## src/fibonacci_tile_layout_top_defines.svh

```systemverilog
// Assertion macros used by the tile layout top module.
`ifndef FIBONACCI_TILE_LAYOUT_TOP_DEFINES_SVH
`define FIBONACCI_TILE_LAYOUT_TOP_DEFINES_SVH
`ifndef SYNTHESIS
`define FTL_ASSERT(lbl, prop) \
  lbl: assert property (@(posedge clk) disable iff (rst) prop) else $error("ftl check failed");
`define FTL_ASSERT_RST(lbl, prop) \
  lbl: assert property (@(posedge clk) prop) else $error("ftl reset check failed");
`else
`define FTL_ASSERT(lbl, prop)
`define FTL_ASSERT_RST(lbl, prop)
`endif
`endif

```

## src/ftl_pkg.sv

```systemverilog
// Types, codes and constants of the tile layout block.
package ftl_pkg;

  typedef logic signed [17:0] coord_t;

  // Configuration register indexes
  typedef enum logic [2:0] {
    REG_AREA_X          = 3'd0,
    REG_AREA_Y          = 3'd1,
    REG_AREA_WIDTH      = 3'd2,
    REG_AREA_HEIGHT     = 3'd3,
    REG_MASTER_FRACTION = 3'd4,
    REG_DWINDLE_MODE    = 3'd5
  } reg_idx_t;

  // Turn phase: window index modulo four
  localparam logic [1:0] PHASE_TOP    = 2'd0;
  localparam logic [1:0] PHASE_RIGHT  = 2'd1;
  localparam logic [1:0] PHASE_BOTTOM = 2'd2;
  localparam logic [1:0] PHASE_LEFT   = 2'd3;

  // Place of a window among the first ones
  localparam logic [1:0] EARLY_FIRST  = 2'd0;
  localparam logic [1:0] EARLY_SECOND = 2'd1;
  localparam logic [1:0] EARLY_LATER  = 2'd2;

  localparam int FracBits = 10;

  localparam logic signed [15:0] AREA_X_RST = 16'sd0;
  localparam logic signed [15:0] AREA_Y_RST = 16'sd0;
  localparam logic [14:0] AREA_WIDTH_RST  = 15'd1920;
  localparam logic [14:0] AREA_HEIGHT_RST = 15'd1080;
  localparam logic [10:0] MASTER_FRACTION_RST = 11'd563;
  localparam logic [15:0] MASTER_WIDTH_RST = 16'((1920 * 563) >> FracBits);

  typedef struct packed {
    logic signed [15:0] area_x;
    logic signed [15:0] area_y;
    logic [14:0]        area_width;
    logic [14:0]        area_height;
    logic [15:0]        master_width;
    logic               dwindle_mode;
  } cfg_t;

  typedef struct packed {
    coord_t     x;
    coord_t     y;
    coord_t     w;
    coord_t     h;
    logic [1:0] phase;
    logic [1:0] early;
  } cell_t;

endpackage

```

## src/fibonacci_tile_layout_top.sv

```systemverilog
// An accepted window is held in the input stage register, then loaded into the result register.
// Throughput: one window per cycle while the result side is ready; the running cell is
// updated from the input register through one combinational halving, add and subtract path.
// Reset: clears both pipeline valids and the running cell, and loads the
// configuration registers with their defaults. No clearing pass.
`include "fibonacci_tile_layout_top_defines.svh"
module fibonacci_tile_layout_top (
  input  logic                clk,
  input  logic                rst,
  input  logic                in_valid,
  output logic                in_ready,
  input  logic [7:0]          border_width,
  input  logic                first_window,
  input  logic                last_window,
  output logic                out_valid,
  input  logic                out_ready,
  output logic signed [17:0]  win_x,
  output logic signed [17:0]  win_y,
  output logic signed [17:0]  win_width,
  output logic signed [17:0]  win_height,
  input  logic                cfg_valid,
  output logic                cfg_ready,
  input  logic [2:0]          cfg_index,
  input  logic [15:0]         cfg_data
);

  ftl_pkg::cfg_t   cfg;
  ftl_pkg::cell_t  tile, tile_next;
  ftl_pkg::coord_t width_next, height_next;

  logic       s1_valid, s1_first, s1_last, s1_adv;
  logic [7:0] s1_border;

  assign cfg_ready = 1'b1;

  ftl_cfg u_cfg (
    .clk      (clk),
    .rst      (rst),
    .wr_en    (cfg_valid && cfg_ready),
    .wr_index (cfg_index),
    .wr_data  (cfg_data),
    .cfg      (cfg)
  );

  ftl_step u_step (
    .cfg          (cfg),
    .cur          (tile),
    .border_width (s1_border),
    .first_window (s1_first),
    .last_window  (s1_last),
    .nxt          (tile_next),
    .out_width    (width_next),
    .out_height   (height_next)
  );

  // advance when the result register is free or being drained
  assign s1_adv   = s1_valid && (!out_valid || out_ready);
  assign in_ready = !s1_valid || s1_adv;

  always_ff @(posedge clk) begin
    if (rst) begin
      s1_valid <= 1'b0;
    end else if (in_ready) begin
      s1_valid <= in_valid;
    end
  end

  always_ff @(posedge clk) begin
    if (in_valid && in_ready) begin
      s1_border <= border_width;
      s1_first  <= first_window;
      s1_last   <= last_window;
    end
  end

  always_ff @(posedge clk) begin
    if (rst) begin
      out_valid <= 1'b0;
      tile      <= '0;
    end else begin
      if (s1_adv) begin
        out_valid <= 1'b1;
        tile      <= tile_next;
      end else if (out_ready) begin
        out_valid <= 1'b0;
      end
    end
  end

  always_ff @(posedge clk) begin
    if (s1_adv) begin
      win_x      <= tile_next.x;
      win_y      <= tile_next.y;
      win_width  <= width_next;
      win_height <= height_next;
    end
  end

  `FTL_ASSERT(a_out_from_stage, $rose(out_valid) |-> $past(s1_valid))
  `FTL_ASSERT(a_first_restarts, (s1_adv && s1_first) |=>
    (tile.phase == ftl_pkg::PHASE_RIGHT && tile.early == ftl_pkg::EARLY_SECOND))
  `FTL_ASSERT(a_early_phase, (tile.early == ftl_pkg::EARLY_FIRST) |-> (tile.phase == ftl_pkg::PHASE_TOP))
  `FTL_ASSERT(a_no_overrun, (s1_valid && !s1_adv) |-> !in_ready)
  `FTL_ASSERT_RST(a_reset_clears, rst |=> (!s1_valid && !out_valid))

endmodule

```

## src/ftl_cfg.sv

```systemverilog
// Configuration register file with the registered master width product.
module ftl_cfg (
  input  logic               clk,
  input  logic               rst,
  input  logic               wr_en,
  input  logic [2:0]         wr_index,
  input  logic [15:0]        wr_data,
  output ftl_pkg::cfg_t      cfg
);

  logic [10:0] master_fraction;
  logic [25:0] product;

  assign product = 26'(cfg.area_width) * 26'(master_fraction);

  always_ff @(posedge clk) begin
    if (rst) begin
      cfg.area_x       <= ftl_pkg::AREA_X_RST;
      cfg.area_y       <= ftl_pkg::AREA_Y_RST;
      cfg.area_width   <= ftl_pkg::AREA_WIDTH_RST;
      cfg.area_height  <= ftl_pkg::AREA_HEIGHT_RST;
      cfg.dwindle_mode <= 1'b0;
      cfg.master_width <= ftl_pkg::MASTER_WIDTH_RST;
      master_fraction  <= ftl_pkg::MASTER_FRACTION_RST;
    end else begin
      // master width follows the product of the registers in the next cycle
      cfg.master_width <= product[25:ftl_pkg::FracBits];
      if (wr_en) begin
        case (ftl_pkg::reg_idx_t'(wr_index))
          ftl_pkg::REG_AREA_X:          cfg.area_x       <= wr_data;
          ftl_pkg::REG_AREA_Y:          cfg.area_y       <= wr_data;
          ftl_pkg::REG_AREA_WIDTH:      cfg.area_width   <= wr_data[14:0];
          ftl_pkg::REG_AREA_HEIGHT:     cfg.area_height  <= wr_data[14:0];
          ftl_pkg::REG_MASTER_FRACTION: master_fraction  <= wr_data[10:0];
          ftl_pkg::REG_DWINDLE_MODE:    cfg.dwindle_mode <= wr_data[0];
          default: ;
        endcase
      end
    end
  end

endmodule

```

## src/ftl_step.sv

```systemverilog
// Next cell and result sizes for one window from the running cell.
module ftl_step (
  input  ftl_pkg::cfg_t     cfg,
  input  ftl_pkg::cell_t    cur,
  input  logic [7:0]        border_width,
  input  logic              first_window,
  input  logic              last_window,
  output ftl_pkg::cell_t    nxt,
  output ftl_pkg::coord_t   out_width,
  output ftl_pkg::coord_t   out_height
);

  ftl_pkg::coord_t x0, y0, w0, h0, x1, y1, w1, h1, x2, y2, w3, y3;
  ftl_pkg::coord_t half_src, half, two_bw, area_y_ext;
  logic [1:0] ph, early;
  logic       odd, split, dw;

  always_comb begin
    dw         = cfg.dwindle_mode;
    area_y_ext = {{2{cfg.area_y[15]}}, cfg.area_y};
    two_bw     = {9'd0, border_width, 1'b0};

    // restart from the work area
    if (first_window) begin
      x0    = {{2{cfg.area_x[15]}}, cfg.area_x};
      y0    = area_y_ext;
      w0    = {3'd0, cfg.area_width};
      h0    = {3'd0, cfg.area_height};
      ph    = ftl_pkg::PHASE_TOP;
      early = ftl_pkg::EARLY_FIRST;
    end else begin
      x0    = cur.x;
      y0    = cur.y;
      w0    = cur.w;
      h0    = cur.h;
      ph    = cur.phase;
      early = cur.early;
    end

    odd      = ph[0];
    half_src = odd ? h0 : w0;
    // halve toward zero
    half     = (half_src + $signed({17'd0, half_src[17]})) >>> 1;
    split    = (half > two_bw) && !last_window;

    w1 = (split && !odd) ? half : w0;
    h1 = (split && odd) ? half : h0;
    x1 = x0;
    y1 = y0;
    if (split && !dw) begin
      if (ph == ftl_pkg::PHASE_BOTTOM) x1 = x0 + w1;
      if (ph == ftl_pkg::PHASE_LEFT)   y1 = y0 + h1;
    end

    x2 = x1;
    y2 = y1;
    case (ph)
      ftl_pkg::PHASE_TOP:    y2 = dw ? (y1 + h1) : (y1 - h1);
      ftl_pkg::PHASE_RIGHT:  x2 = x1 + w1;
      ftl_pkg::PHASE_BOTTOM: y2 = y1 + h1;
      ftl_pkg::PHASE_LEFT:   x2 = dw ? (x1 + w1) : (x1 - w1);
      default: ;
    endcase

    w3 = w1;
    y3 = y2;
    if (early == ftl_pkg::EARLY_FIRST) begin
      if (!last_window) w3 = {2'd0, cfg.master_width};
      y3 = area_y_ext;
    end else if (early == ftl_pkg::EARLY_SECOND) begin
      w3 = {3'd0, cfg.area_width} - w1;
    end

    nxt.x     = x2;
    nxt.y     = y3;
    nxt.w     = w3;
    nxt.h     = h1;
    nxt.phase = ph + 2'd1;
    nxt.early = (early == ftl_pkg::EARLY_LATER) ? ftl_pkg::EARLY_LATER : early + 2'd1;

    out_width  = w3 - two_bw;
    out_height = h1 - two_bw;
  end

endmodule

```

## config.mk

```make
export PLATFORM = sky130hd
export DESIGN_NAME = fibonacci_tile_layout_top
export DESIGN_NICKNAME = d
export VERILOG_FILES = /design/src/ftl_pkg.sv /design/src/fibonacci_tile_layout_top.sv /design/src/ftl_cfg.sv /design/src/ftl_step.sv
export VERILOG_INCLUDE_DIRS = /design/src /design/src/src
export SDC_FILE = /design/constraint.sdc
export NUM_CORES = 1
export LEC_CHECK = 0
export ABC_AREA = 1
export ABC_CLOCK_PERIOD_IN_PS = 7300
export BUFFER_PORTS_ARGS = -buffer_cell sky130_fd_sc_hd__buf_2
export CAP_MARGIN = 20
export CELL_PAD_IN_SITES_DETAIL_PLACEMENT = 1
export CELL_PAD_IN_SITES_GLOBAL_PLACEMENT = 2
export CORE_UTILIZATION = 33
export DETAILED_ROUTE_END_ITERATION = 12
export PLACE_DENSITY = 0.82
export RECOVER_POWER = 50
export SKIP_CTS_REPAIR_TIMING = 1
export SYNTH_ARGS = -nofsm -noshare
export SYNTH_HDL_FRONTEND = slang
export SYNTH_HIERARCHICAL = 1
export SYNTH_SLANG_ARGS = --single-unit
export TNS_END_PERCENT = 100
```

## constraint.sdc

```tcl
create_clock -name clk -period 7.3 [get_ports clk]
set_input_delay 0.73 -clock clk [delete_from_list [all_inputs] [get_ports clk]]
set_output_delay 0.73 -clock clk [all_outputs]
set_load 0.01 [all_outputs]
```

==> results.toml <==
[status]
violations = "setup timing"
status = "complete, but fails checks"

[layout]
n_fill_cell = 9464
nets = 4446
layout-drive-gt1-share = 0.236
syn_to_final_growth_pct = 28.8
n_antenna_cell = 0

[floorplanning]
die_w_um = 276
row_count = 100
io_pins = 109
start_util = 0.333
die-area_mm2 = 0.0762
die_height_um = 276
core_mm2 = 0.0743

[run]
max-cap-violations = 0

[yosys]
synth_top_area_frac = 0.136
yosysTopAreaCell = "dfxtp_1"
syn_area_mm2 = 0.0248
synth_most_common_cell = "nand2_1"
asyncSetResetFlopFracSynth = 0
ys_warn_count = 6
ys_top_cells_by_count = "nand2_1, inv_1, nor2_1"
syn-num-nets = 4010
ys_seq_area_frac = 0.235
avgSynthCellArea_um2 = 6.80
synth_cells = 3646
synth_ff_type = "dfxtp_1"
ys_seq_elements = 250
synth.area.top_cells = "dfxtp_1, nand2_1, ha_1, fa_1, edfxtp_1"
synth_cell_types = 61
synth_edf_count = 82

[placement]
dpl.hpwl_um = 78500
portBuffers = 107
pre_cts_slack_ps = -522
gp_congestion = 0.910

[clocking]
cts.path.max_buffers = 3
cts_made_buffers = 35
cts_tree = "yes"
clock_latency_ps = 580
clkSinkCount = 250
htreeDepth = 2
path_clk_slew_ps = 60
cts-root-buf = "clkbuf_16"

[routing]
avgViaCountPerCell = 5.05
wl_per_cell_um = 20.2
drt_iter0_drc = 1643
wirelength_um = 102000
drc = 0
antenna_left = 0
drt_pass1_iterations = 5
vias = 25619

[power_and_ir_drop]
leakagePower_nw = 16.2
p_per_area_mw_per_mm2 = 199
peakVddDrop_uv = 119

[setup_path]
cp.arrival_ps = 8050
endpoint_kind = "flip-flop"
critPathKind = "flip-flop to flip-flop"
max_stage_delay_ps = 470
cp_max_fo = 7
timing.critical_path.slowest_stage_cell = "edfxtp_1"
cp-start-kind = "flip-flop"
path_common_cell = "nand2_1"
critical_path_required_ps = 7810

[grt]
overflow = 0
grt_pass1_vias = 25476
grt_pass1_wl_um = 152000
grtUsageTotal = 0.259
grt_max_degree = 93
antenna_found_initial = 1

[timing]
report.final.slew_viol_count = 0
worst_slack_ps = -237
slew_headroom = 0.203
rsz0062_at_grt = "true"
clock_skew_ps = 34.9
final-hold-violation-count = 0
clock.fmax_mhz = 133
worst_pin_slew_ps = 1190
finalCritPeriodShare = 1.03
tns_ps = -1700
period_minus_slack_ps = 7540
setup_viol = 17

[worst_hold_path]
hold_class = "input port to flip-flop"
==> per-layer routing <==
layer,share of wire,up-vias,GRT usage
li1,-,12352,-
met1,0.48,12564,0.368
met2,0.45,581,0.409
met3,0.053,120,0.0426
met4,0.021,2,0.0584
met5,0.00013,-,0
==> area by class of cell <==
type | count | area, um2 | share of cell area
repair buffers | 544 | 3940 | 0.123
clock buffers | 51 | 1070 | 0.0335
flip-flops and latches | 250 | 5830 | 0.183
inverters | 634 | 2400 | 0.0753
multi-input cells | 2617 | 17400 | 0.544
well taps | 969 | 1210 | 0.0380
clock inverters | 12 | 106 | 0.00333
==> registers in the layout, indices dropped and copies added (netlist names) <==
| signal | cells |
|---|---|
| tile | 76 |
| win_x | 18 |
| s1_first | 1 |
| win_height | 18 |
| win_y | 18 |
| u_cfg/master_fraction | 11 |
| s1_valid | 1 |
| s1_border | 8 |
| out_valid | 1 |
| u_cfg/cfg | 79 |
| win_width | 18 |
| s1_last | 1 |
==> worst paths after layout <==
kind / start / endpoint / slack (ps) / cells past startpoint
hold reg to reg: u_cfg/cfg[27] / u_cfg/cfg[27] / 460 / 2
hold / removal: border_width[5] / s1_border[5] / 350 / 1
setup reg to reg: s1_first / tile[74] / -240 / 64
setup / recovery: s1_first / tile[74] / -240 / 64
==> logic make-up (layout without fill, tap and decap cells) <==
logic type | after synthesis | count (layout) | synth area share
AOI/OAI and AO/OA | 588 | 588 | 0.133
xor gates and xnor gates | 82 | 82 | 0.0293
adders and majority gates | 330 | 330 | 0.204
buffers and inverters | 779 | 1241 | 0.126
DFF | 250 | 250 | 0.235
muxes | 5 | 5 | 0.00202
other | 1 | 1 | 0.000151
and+or+nand+nor | 1611 | 1611 | 0.271
==> placed cells by master, fill, tap and decap left out, drive strengths merged, types with 6 or more instances in the layout <==
master and n:
a21boi 9, nor2 405, or2 21, ha 206
o211ai 7, fa 124, nand4 17, edfxtp 82
a31oi 20, a41oi 6, o21ai 238, nand2 914
inv 633, nand3 218, xor2 59, o221ai 11
a211oi 11, nand3b 9, buf 540, a21o 6
dfxtp 168, nor3 22, o21bai 22, clkbuf 55
xnor2 23, a21oi 237, clkinv 10
==> power by group <==
group	switching, mW	internal (mW)
registers	0.0732	1.58
logic	1.80	1.12
clock network	0.720	1.05
==> critical path, delay by kind of cell, from the launching register on <==
family | cells | cell delay, ps
AO/OA/AOI/OAI | 12 | 1460
XOR/XNOR | 2 | 380
adder cells (fa/ha/maj) | 5 | 1360
buffers and inverters | 9 | 800
flip-flops | 1 | 470
AND/OR/NAND/NOR | 36 | 2970
==> through the flow <==
step / cells / util / cell area [um2] / power, mW / hold slack, ps
final: 5077 / 0.430 / 31900 / 6.35 / 350
after global routing: 5077 / 0.430 / 31900 / 6.74 / 336
after CTS: 5026 / 0.403 / 30000 / 6.10 / 320
after detailed placement: 4963 / 0.387 / 28800 / 4.30 / 449
after global placement: 4963 / 0.387 / 28800 / 4.27 / 445
after floorplan: 3646 / - / 24800 / 3.26 / 429
No activity file was read; power rests on OpenSTA's default activity.
